**config.mk**
```make
export PLATFORM = sky130hd
export DESIGN_NAME = period_frequency_meter_flat
export DESIGN_NICKNAME = d
export VERILOG_FILES = /design/src/rtl/pfm_pkg.sv /design/src/rtl/pfm_if.sv /design/src/rtl/period_frequency_meter.sv /design/src/rtl/pfm_regs.sv /design/src/rtl/pfm_phase.sv /design/src/rtl/pfm_divider.sv /design/src/flat_wrapper.sv
export SDC_FILE = /design/constraint.sdc
export NUM_CORES = 1
export LEC_CHECK = 0
export BUFFER_PORTS_ARGS = -buffer_cell sky130_fd_sc_hd__buf_4
export CORE_AREA = 5 5 174 92
export CTS_BUF_LIST = sky130_fd_sc_hd__clkbuf_8 sky130_fd_sc_hd__clkbuf_16
export DETAILED_ROUTE_END_ITERATION = 12
export DIE_AREA = 0 0 179 97
export GPL_TIMING_DRIVEN = 1
export PLACE_DENSITY = 0.77
export SLEW_MARGIN = 20
export SYNTH_ARGS = -nofsm -noshare
export SYNTH_HDL_FRONTEND = slang
export SYNTH_SLANG_ARGS = --single-unit
```
**constraint.sdc**
```tcl
create_clock -name clk -period 4.25 [get_ports clk]
set_clock_uncertainty 0.2 [all_clocks]
set_input_delay 0.6375 -clock clk [delete_from_list [all_inputs] [get_ports clk]]
set_output_delay 0.6375 -clock clk [all_outputs]
set_load 0.02 [all_outputs]
```
**src/rtl/pfm_pkg.sv**
```systemverilog
// Shared constants, register map and control types of the period frequency meter.
// No dependencies; every other file but the assertion macro header imports this package.
package pfm_pkg;

  localparam int CountWidth = 16;
  localparam int TpsWidth   = 16;
  localparam int FreqWidth  = 16;
  localparam int CodeWidth  = 8;

  localparam int PaddrWidth = 3;
  localparam int PdataWidth = 32;
  localparam int RegIdxWidth = PaddrWidth - 2;

  localparam logic [RegIdxWidth-1:0] RegTicksPerSecond = RegIdxWidth'(0);
  localparam logic [TpsWidth-1:0]    TpsReset          = TpsWidth'(10000);

  localparam int NumWidth = ((TpsWidth + 1 > CountWidth) ? TpsWidth + 1 : CountWidth) + 1;
  localparam int DenWidth = CountWidth + 1;
  localparam int StepWidth = $clog2(NumWidth + 1);

  localparam logic [FreqWidth-1:0] FreqDisplayMax = FreqWidth'(99);
  localparam logic [CodeWidth-1:0] CodeOverRange  = CodeWidth'(8'hEE);
  localparam logic [7:0]           BcdRecip       = 8'd205;
  localparam int                   BcdShift       = 11;
  localparam logic [6:0]           DigitBase      = 7'd10;

  typedef struct packed {
    logic start;
    logic take;
  } div_ctrl_t;

  typedef struct packed {
    logic busy;
    logic done;
  } div_stat_t;

endpackage

```
**src/rtl/pfm_if.sv**
```systemverilog
// Valid/ready channel interfaces for the sample input and the result output.
// Depends on pfm_pkg for field widths.
interface pfm_in_if import pfm_pkg::*; ();
  logic valid;
  logic ready;
  logic level;

  modport source (output valid, output level, input ready);
  modport sink (input valid, input level, output ready);
endinterface

interface pfm_out_if import pfm_pkg::*; ();
  logic                 valid;
  logic                 ready;
  logic [CodeWidth-1:0] display_code;
  logic [FreqWidth-1:0] frequency_hz;
  logic                 over_range;

  modport source (output valid, output display_code, output frequency_hz,
                  output over_range, input ready);
  modport sink (input valid, input display_code, input frequency_hz,
                input over_range, output ready);
endinterface

```
**src/rtl/period_frequency_meter.sv**
```systemverilog
// Period frequency meter top level: APB register, phase tracker, serial divider and
// result register. Depends on pfm_pkg, pfm_if, pfm_regs, pfm_phase and pfm_divider.
//
// Each input item is one sampled level. An item that completes no period is taken
// without delay and the next item may follow at once. The item that closes a period
// starts the bit-serial divider, which produces one quotient bit per cycle, NumWidth
// bits in all (18 with a 16-bit count); input is held off until the quotient moves into
// the output register, which waits while the previous result has not yet been taken.
// A result waiting in the output register does not by itself block input.
module period_frequency_meter import pfm_pkg::*; (
  input  logic                  clk,
  input  logic                  rst,
  pfm_in_if.sink                in_ch,
  pfm_out_if.source             out_ch,
  input  logic                  psel,
  input  logic                  penable,
  input  logic                  pwrite,
  input  logic [PaddrWidth-1:0] paddr,
  input  logic [PdataWidth-1:0] pwdata,
  output logic [PdataWidth-1:0] prdata,
  output logic                  pready
);

  logic [TpsWidth-1:0]   ticks_per_second;
  logic                  step;
  logic                  emit;
  logic [CountWidth-1:0] period;
  div_ctrl_t             div_ctrl;
  div_stat_t             div_stat;
  logic [NumWidth-1:0]   numer;
  logic [DenWidth-1:0]   denom;
  logic [NumWidth-1:0]   quotient;
  logic [FreqWidth-1:0]  freq;
  logic                  over;
  logic [6:0]            freq_low;
  logic [14:0]           recip_prod;
  logic [3:0]            tens;
  logic [6:0]            tens_x10;
  logic [6:0]            ones_wide;
  logic [CodeWidth-1:0]  code;
  logic                  load_out;

  pfm_regs u_regs (
    .clk              (clk),
    .rst              (rst),
    .psel             (psel),
    .penable          (penable),
    .pwrite           (pwrite),
    .paddr            (paddr),
    .pwdata           (pwdata),
    .prdata           (prdata),
    .pready           (pready),
    .ticks_per_second (ticks_per_second)
  );

  assign in_ch.ready = !div_stat.busy && !div_stat.done;
  assign step        = in_ch.valid && in_ch.ready;

  pfm_phase u_phase (
    .clk    (clk),
    .rst    (rst),
    .step   (step),
    .level  (in_ch.level),
    .emit   (emit),
    .period (period)
  );

  assign numer = NumWidth'({ticks_per_second, 1'b0}) + NumWidth'(period);
  assign denom = {period, 1'b0};

  assign load_out      = div_stat.done && (!out_ch.valid || out_ch.ready);
  assign div_ctrl.start = emit;
  assign div_ctrl.take  = load_out;

  pfm_divider u_div (
    .clk      (clk),
    .rst      (rst),
    .ctrl     (div_ctrl),
    .numer    (numer),
    .denom    (denom),
    .stat     (div_stat),
    .quotient (quotient)
  );

  assign freq       = quotient[FreqWidth-1:0];
  assign over       = freq > FreqDisplayMax;
  assign freq_low   = freq[6:0];
  assign recip_prod = 15'(freq_low) * 15'(BcdRecip);
  assign tens       = recip_prod[BcdShift+3:BcdShift];
  assign tens_x10   = 7'({3'b000, tens} * DigitBase);
  assign ones_wide  = freq_low - tens_x10;
  assign code       = over ? CodeOverRange : {tens, ones_wide[3:0]};

  always_ff @(posedge clk) begin
    if (rst) begin
      out_ch.valid <= 1'b0;
    end else if (load_out) begin
      out_ch.valid <= 1'b1;
    end else if (out_ch.ready) begin
      out_ch.valid <= 1'b0;
    end
  end

  always_ff @(posedge clk) begin
    if (load_out) begin
      out_ch.display_code <= code;
      out_ch.frequency_hz <= freq;
      out_ch.over_range   <= over;
    end
  end

endmodule

```
**src/rtl/pfm_regs.sv**
```systemverilog
// APB-style configuration register file of the period frequency meter.
// Depends on pfm_pkg for the register map and widths.
module pfm_regs import pfm_pkg::*; (
  input  logic                  clk,
  input  logic                  rst,
  input  logic                  psel,
  input  logic                  penable,
  input  logic                  pwrite,
  input  logic [PaddrWidth-1:0] paddr,
  input  logic [PdataWidth-1:0] pwdata,
  output logic [PdataWidth-1:0] prdata,
  output logic                  pready,
  output logic [TpsWidth-1:0]   ticks_per_second
);

  logic [RegIdxWidth-1:0] reg_idx;
  logic                   wr_en;

  assign reg_idx = paddr[PaddrWidth-1:2];
  assign pready  = 1'b1;
  assign wr_en   = psel && penable && pwrite && pready;

  always_ff @(posedge clk) begin
    if (rst) begin
      ticks_per_second <= TpsReset;
    end else if (wr_en && reg_idx == RegTicksPerSecond) begin
      ticks_per_second <= pwdata[TpsWidth-1:0];
    end
  end

  always_comb begin
    unique case (reg_idx)
      RegTicksPerSecond: prdata = PdataWidth'(ticks_per_second);
      default:           prdata = '0;
    endcase
  end

endmodule

```
**src/rtl/pfm_phase.sv**
```systemverilog
// Four-phase edge tracker and saturating tick counter of the period frequency meter.
// Depends on pfm_pkg for the counter width.
module pfm_phase import pfm_pkg::*; (
  input  logic                  clk,
  input  logic                  rst,
  input  logic                  step,
  input  logic                  level,
  output logic                  emit,
  output logic [CountWidth-1:0] period
);

  localparam logic [1:0] PhSkipHigh  = 2'd0;
  localparam logic [1:0] PhWaitRise  = 2'd1;
  localparam logic [1:0] PhCountHigh = 2'd2;
  localparam logic [1:0] PhCountLow  = 2'd3;

  logic [1:0]            phase;
  logic [1:0]            phase_next;
  logic [CountWidth-1:0] tick_count;
  logic [CountWidth-1:0] tick_count_next;
  logic [CountWidth-1:0] bumped;

  assign bumped = (tick_count == '1) ? tick_count : tick_count + CountWidth'(1);
  assign period = (tick_count == '0) ? CountWidth'(1) : tick_count;

  always_comb begin
    phase_next      = phase;
    tick_count_next = tick_count;
    emit            = 1'b0;
    unique case (phase)
      PhSkipHigh: begin
        if (!level) phase_next = PhWaitRise;
      end
      PhWaitRise: begin
        if (level) begin
          tick_count_next = CountWidth'(1);
          phase_next      = PhCountHigh;
        end
      end
      PhCountHigh: begin
        tick_count_next = bumped;
        if (!level) phase_next = PhCountLow;
      end
      PhCountLow: begin
        if (!level) begin
          tick_count_next = bumped;
        end else begin
          emit            = step;
          tick_count_next = '0;
          phase_next      = PhSkipHigh;
        end
      end
      default: phase_next = PhSkipHigh;
    endcase
  end

  always_ff @(posedge clk) begin
    if (rst) begin
      phase      <= PhSkipHigh;
      tick_count <= '0;
    end else if (step) begin
      phase      <= phase_next;
      tick_count <= tick_count_next;
    end
  end

endmodule

```
**src/rtl/pfm_divider.sv**
```systemverilog
// Bit-serial restoring divider: one quotient bit per cycle, result held until taken.
// Depends on pfm_pkg for operand widths and the control types.
module pfm_divider import pfm_pkg::*; (
  input  logic                clk,
  input  logic                rst,
  input  div_ctrl_t           ctrl,
  input  logic [NumWidth-1:0] numer,
  input  logic [DenWidth-1:0] denom,
  output div_stat_t           stat,
  output logic [NumWidth-1:0] quotient
);

  logic [NumWidth-1:0]  quo;
  logic [DenWidth-1:0]  rem;
  logic [DenWidth-1:0]  den;
  logic [StepWidth-1:0] cnt;
  logic                 busy;
  logic                 done;
  logic [DenWidth:0]    trial;
  logic [DenWidth:0]    diff;
  logic                 fits;

  assign trial = {rem, quo[NumWidth-1]};
  assign diff  = trial - {1'b0, den};
  assign fits  = trial >= {1'b0, den};

  always_ff @(posedge clk) begin
    if (rst) begin
      busy <= 1'b0;
      done <= 1'b0;
      cnt  <= '0;
    end else if (ctrl.start) begin
      busy <= 1'b1;
      done <= 1'b0;
      cnt  <= StepWidth'(NumWidth);
    end else if (busy) begin
      cnt <= cnt - StepWidth'(1);
      if (cnt == StepWidth'(1)) begin
        busy <= 1'b0;
        done <= 1'b1;
      end
    end else if (ctrl.take) begin
      done <= 1'b0;
    end
  end

  always_ff @(posedge clk) begin
    if (ctrl.start) begin
      quo <= numer;
      rem <= '0;
      den <= denom;
    end else if (busy) begin
      quo <= {quo[NumWidth-2:0], fits};
      rem <= fits ? diff[DenWidth-1:0] : trial[DenWidth-1:0];
    end
  end

  assign stat.busy = busy;
  assign stat.done = done;
  assign quotient  = quo;

endmodule

```
**src/flat_wrapper.sv**
```systemverilog
// flat-port wrapper written by rule: the top's interface ports become plain ports
module period_frequency_meter_flat import pfm_pkg::*;
  (clk, rst, psel, penable, pwrite, paddr, pwdata, prdata, pready, in_ch_valid, in_ch_level, in_ch_ready, out_ch_valid, out_ch_display_code, out_ch_frequency_hz, out_ch_over_range, out_ch_ready);
  pfm_in_if in_ch_i ();
  pfm_out_if out_ch_i ();
  input  logic clk;
  input  logic rst;
  input  logic psel;
  input  logic penable;
  input  logic pwrite;
  input  logic [PaddrWidth-1:0] paddr;
  input  logic [PdataWidth-1:0] pwdata;
  output logic [PdataWidth-1:0] prdata;
  output logic pready;
  input wire logic [$bits(in_ch_i.valid)-1:0] in_ch_valid;
  input wire logic [$bits(in_ch_i.level)-1:0] in_ch_level;
  output wire logic [$bits(in_ch_i.ready)-1:0] in_ch_ready;
  output wire logic [$bits(out_ch_i.valid)-1:0] out_ch_valid;
  output wire logic [$bits(out_ch_i.display_code)-1:0] out_ch_display_code;
  output wire logic [$bits(out_ch_i.frequency_hz)-1:0] out_ch_frequency_hz;
  output wire logic [$bits(out_ch_i.over_range)-1:0] out_ch_over_range;
  input wire logic [$bits(out_ch_i.ready)-1:0] out_ch_ready;
  assign in_ch_i.valid = in_ch_valid;
  assign in_ch_i.level = in_ch_level;
  assign in_ch_ready = in_ch_i.ready;
  assign out_ch_valid = out_ch_i.valid;
  assign out_ch_display_code = out_ch_i.display_code;
  assign out_ch_frequency_hz = out_ch_i.frequency_hz;
  assign out_ch_over_range = out_ch_i.over_range;
  assign out_ch_i.ready = out_ch_ready;
  period_frequency_meter u_core (.clk(clk), .rst(rst), .in_ch(in_ch_i), .out_ch(out_ch_i), .psel(psel), .penable(penable), .pwrite(pwrite), .paddr(paddr), .pwdata(pwdata), .prdata(prdata), .pready(pready));
endmodule
```
Word-level counts from Yosys, hierarchy flattened
Index checks and enable logic that the tools add are counted.
- register bits after elaboration: 118
- bits of input ports: 43
- output and inout bits: 60
- word-level logic and storage cells: 80
- $add $sub $neg: 5
- multipliers: 2
- magnitude comparators: 2
- equality and inequality tests: 10
- multiplexer cells: 26
- bitwise gates (word level): 1
- reductions and logical operators: 20
- operator list (operator ; number):
    2-to-1 mux 16 bit ; 5
    one-hot mux 16 bit (3 select lines) ; 1
    2-to-1 mux 18 bit ; 2
    adder 17 x 16 -> 18 bit ; 1
    >= comparator 18 x 17 -> 1 bit ; 1
    2-to-1 mux 17 bit ; 1
    subtractor 17 bit ; 1
    adder 16 x 1 -> 16 bit (second input constant) ; 1
    equality test 16 bit (second input constant) ; 1
    greater-than comparator 16 x 7 -> 1 bit (second input constant) ; 1
    logical NOT 16 bit ; 1
    multiplier 7 x 8 -> 15 bit (second input constant) ; 1
    2-to-1 mux 1 bit ; 10
    2-to-1 mux 5 bit ; 2
    2-to-1 mux 2 bit ; 4
    inequality test 2 bit (second input constant) ; 4
    one-hot mux 2 bit (4 select lines) ; 1
    logical AND 1 bit ; 6
    nonzero test 2 bit ; 3
    equality test 5 x 1 -> 1 bit (second input constant) ; 1
    AND reduction 5 bit ; 1
    subtractor 5 x 1 -> 5 bit (second input constant) ; 1
    equality test 2 bit (second input constant) ; 2
    multiplier 4 x 3 -> 3 bit (second input constant) ; 1
    other kinds (11) ; 13

Logic depth before layout (Yosys ltp)
- depth in word-level cells: 6
- mapped depth: 20

By module
Synthesis repeated with hierarchy kept, for this count alone.
- cells, all modules: 799
- area, all modules: 7917.6 µm²
- by module, submodules not included (module ; times used ; cells an instance ; area an instance (µm²)):
    pfm_divider ; 1 ; 299 ; 3241.9
    period_frequency_meter ; 1 ; 241 ; 2494.9
    pfm_phase ; 1 ; 153 ; 1218.7
    pfm_regs ; 1 ; 106 ; 962.2

Worst setup path before layout
No wires, ideal clock.
- path kind: reg2reg
- start: register u_core.u_div.quo[4], in the netlist u_core.u_div.quotient[4]
- end: register u_core.out_ch.display_code[3], data pin
- setup time: 0.272 ns
- data arrival time: 4.218 ns
- data required time: 3.778 ns
- slack: -0.440 ns
- cell stages (with the launch flop): 18
- cells stage by stage: edfxtp_1 ha_1 ha_1 fa_1 inv_1 fa_1 inv_1 ha_1 a211oi_1 a211oi_1 a211oi_1 xnor2_1 ha_1 fa_1 xnor2_1 xnor2_1 nor2_1 nand3b_1
- longest elaborated chain between the ends: 3
- elaborated cells between the ends (all ways): 4
- classes of those cells: 1 x add/sub; 2 x mul; 1 x order compare
- RTL lines (item ; RTL line ; RTL):
    from (decl) ; pfm_divider.sv:13 ; logic [NumWidth-1:0] quo;
    from (signal assigned) ; pfm_divider.sv:49 ; quo <= numer;
    from (signal assigned) ; pfm_divider.sv:53 ; quo <= {quo[NumWidth-2:0], fits};
    multiplier 7 x 8 -> 15 bit ; period_frequency_meter.sv:88 ; assign recip_prod = 15'(freq_low) * 15'(BcdRecip);
    via u_core.recip_prod[11] ; period_frequency_meter.sv:36 ; logic [14:0] recip_prod;
    multiplier 4 x 3 -> 3 bit ; period_frequency_meter.sv:90 ; assign tens_x10 = 7'({3'b000, tens} * DigitBase);
    subtractor 4 bit ; period_frequency_meter.sv:91 ; assign ones_wide = freq_low - tens_x10;
    to (signal assigned) ; period_frequency_meter.sv:106 ; out_ch.display_code <= code;
    to (decl) ; pfm_if.sv:19 ; modport source (output valid, output display_code, output frequency_hz,
The timed path passes the listed nets, and every way through them passes these cells.
A chain may end at the register's enable or synchronous reset.

Final worst setup path
Ends and elaborated chain as after synthesis.

==> results.json <==
{
  "numCtsBuffers": 17,
  "viasPerCell": 5.58,
  "worst-setup-path-type": "flop to flop",
  "grtUsageMet2": 0.360,
  "antenna_cells": 0,
  "synth.avg_cell_area_um2": 9.21,
  "die_h_um": 97,
  "fin_hold_ws_ns": 0.228,
  "status": "finished, violations left",
  "worst_pin_slew_ns": 0.745,
  "drc_errors": 0,
  "drive_above_1_share": 0.172,
  "drt.antenna.violating_nets": 0,
  "dp_cells": 1061,
  "cts_tree": "yes",
  "post-route-min-period_ns": 4.60,
  "cellPowerDensity_nw_per_um2": 366,
  "seq_area_frac_synth": 0.395,
  "die-area_um2": 17400,
  "drv_slew": 0,
  "final.setup.worst_slack_ns": -0.350,
  "max_clock_freq_mhz": 217,
  "yosysWarnings": 0,
  "clock-sinks": 118,
  "finalSetupViolCount": 2,
  "start_util": 0.525,
  "cts_htree_levels": 4,
  "wl_per_cell_um": 16.8,
  "violations": "negative setup slack",
  "yosys.area.top_type_share": 0.237,
  "syn-cell-area_um2": 7470,
  "drtIter0Drc": 651,
  "grt_pass1_vias": 5962,
  "grt_use_met1": 0.272,
  "cts_root_buf": "clkbuf_16",
  "post-place-ws_ns": -0.520,
  "post_synth_num_cell_types": 59,
  "fin_tns_setup_ns": -0.365,
  "gp_congestion": 0.884,
  "vdd_drop_max_v": 0.000269,
  "die_x_um": 179,
  "coreArea_um2": 14200,
  "clock_path_buffers": 2,
  "grt_setup_unrepaired": "yes",
  "max-slew-margin-rel": 0.501,
  "p_leak_nw": 3.79,
  "critPathMaxFanout": 3,
  "synth_top_area_cell": "edfxtp_1",
  "grt_overflow": 0,
  "required_ns": 4.20,
  "async_reset_ff_frac": 0,
  "grt_start_max_net_pins": 39,
  "grt.busiest_layer": "met2",
  "drv_cap": 0,
  "synth_area_leaders": "edfxtp_1 (24%), dfxtp_1 (16%), ha_1 (13%)",
  "final-hold-violation-count": 0,
  "vias": 6129,
  "ios": 103,
  "fin_cells": 1098,
  "dp_hpwl_um": 13000,
  "fp-row-count": 31,
  "synthFlopType": "edfxtp_1",
  "synth_edf_count": 59,
  "startpoint_type": "flop",
  "grtUsageMet3": 0.0440,
  "endpoint_kind": "flop",
  "finalCritPeriodShare": 1.08,
  "postSynthCellCount": 811,
  "antenna_found_initial": 0,
  "area_growth_pct": 19.7,
  "grt_pass1_wl_um": 29500,
  "nNetsFinal": 1018,
  "port_buffers": 67,
  "insertion_delay_ns": 0.42,
  "path_clk_slew_ns": 0.06,
  "crit_arrival_ns": 4.55,
  "drtPass1Iterations": 5,
  "track_usage": 0.211,
  "ys_ff_latch": 118,
  "totalWireLength_um": 18500,
  "holdCritPathClass": "primary input to flop"
}
[placed cells by master (no fill, tap or decap), drive strengths merged, types with 21 or more instances in the layout]
cell type | synthesis | layout
nor2 | 47 | 47
a21oi | 53 | 53
inv | 66 | 69
ha | 77 | 77
dfxtp | 59 | 59
nor3 | 21 | 21
edfxtp | 59 | 59
o21ai | 41 | 41
clkbuf | 32 | 21
xnor2 | 28 | 28
nor2b | 24 | 24
nand2 | 94 | 94
buf | 21 | 95
[per-stage QoR]
| step | power, mW | cell area, um^2 | utilization |
|---|---|---|---|
| floorplan | 1.71 | 7550 | - |
| global placement | 1.80 | 8190 | 0.576 |
| detailed placement | 1.82 | 8190 | 0.576 |
| CTS | 3.27 | 8920 | 0.627 |
| global route | 3.40 | 8940 | 0.628 |
| finish | 3.27 | 8940 | 0.628 |
[worst paths after layout]
kind / from / endpoint / slack, ns / cells past startpoint
max: u_core.u_div.quotient[4]$_DFFE_PP_ / u_core.out_ch.display_code[3]$_SDFFCE_PP1P_ / -0.35 / 18
min: pwdata[4] / u_core.u_regs.ticks_per_second[4]$_SDFFE_PP1P_ / 0.23 / 3
max reg2reg: u_core.u_div.quotient[4]$_DFFE_PP_ / u_core.out_ch.display_code[3]$_SDFFCE_PP1P_ / -0.35 / 18
min reg2reg: u_core.u_regs.ticks_per_second[6]$_SDFFE_PP0P_ / u_core.u_regs.ticks_per_second[6]$_SDFFE_PP0P_ / 0.28 / 2
[report_power, final]
part	leakage, nW	switching (mW)	internal, mW
Sequential	1.02	0.0469	1.23
Combinational	2.48	0.307	0.235
Clock	0.300	0.530	0.920
Total	3.79	0.883	2.39
[final cells by class]
cell class,instances,area [um^2]
Fill cell,1107,5290
Multi-Input combinational cell,588,4160
Sequential cell,118,2950
Timing Repair Buffer,95,721
Clock buffer,21,514
Inverter,67,251
Tap cell,198,248
Clock inverter,11,92.6
[synth_stat cells, types with 2 or more instances]
library cell,number
xor2_1,11
conb_1,2
nand3b_1,3
dfxtp_1,59
inv_1,66
nand4b_1,3
a31oi_1,7
clkbuf_1,32
nand2b_1,7
a22o_1,3
o21ai_1,2
fa_1,11
or2_2,3
nand4_1,7
a21o_1,12
and2_1,7
o31ai_1,7
a221oi_1,3
o21ai_0,39
buf_4,17
ha_1,77
nor3_1,21
xnor2_1,28
o21bai_1,2
nor4b_1,2
o2111ai_1,2
and3_1,6
or2_1,2
nor2_1,47
nand3_1,19
nor4_1,6
o22ai_1,8
a211oi_1,12
o21a_1,7
mux2i_1,11
nor3b_1,2
o211ai_1,2
or3_1,9
a21oi_1,53
nand2_1,94
edfxtp_1,59
nor2b_1,24
[sequential cells by signal (all words and copies together) (netlist names)]
signal	flops
u_core.u_phase.phase	2
u_core.out_ch.valid	1
u_core.out_ch.display_code	8
u_core.u_div.cnt	5
u_core.out_ch.over_range	1
u_core.u_div.busy	1
u_core.u_regs.ticks_per_second	16
u_core.u_div.den	16
u_core.out_ch.frequency_hz	16
u_core.u_phase.tick_count	16
u_core.u_div.done	1
u_core.u_div.rem	17
u_core.u_div.quotient	18
[what timing repair did]
item                       4_1_cts  5_1_grt
pin swaps                       18        3
hold buffers                     0        0
gates cloned                     0        0
setup buffers                    5        0
setup endpoints to repair        2        2
gates resized for setup         13        4
[routing by layer]
layer  up-vias  part of all wire
li1       2950                 -
met1      2910              0.43
met2       239              0.49
met3        30             0.069
met4         0             0.019
met5         -                 0
[logic make-up after synthesis]
kind of cell / synth area share
flops: 0.395
xor+xnor: 0.0457
other cells: 0.00101
mux: 0.0147
buf+inv: 0.0722
compound gates: 0.139
fa+ha+maj: 0.158
simple gates: 0.173
[worst max-delay path, stage by stage (launching register included)]
cell	delay (ns)
edfxtp_1	0.40
buf_6	0.15
ha_4	0.27
ha_4	0.19
fa_1	0.50
inv_1	0.05
fa_1	0.47
inv_1	0.04
ha_1	0.29
a211oi_2	0.20
a211oi_2	0.07
a211oi_2	0.28
xnor2_1	0.13
ha_2	0.20
fa_2	0.38
xnor2_2	0.19
xnor2_2	0.14
nor2_1	0.05
nand3b_1	0.15
Power figures use the tool's default switching activity.
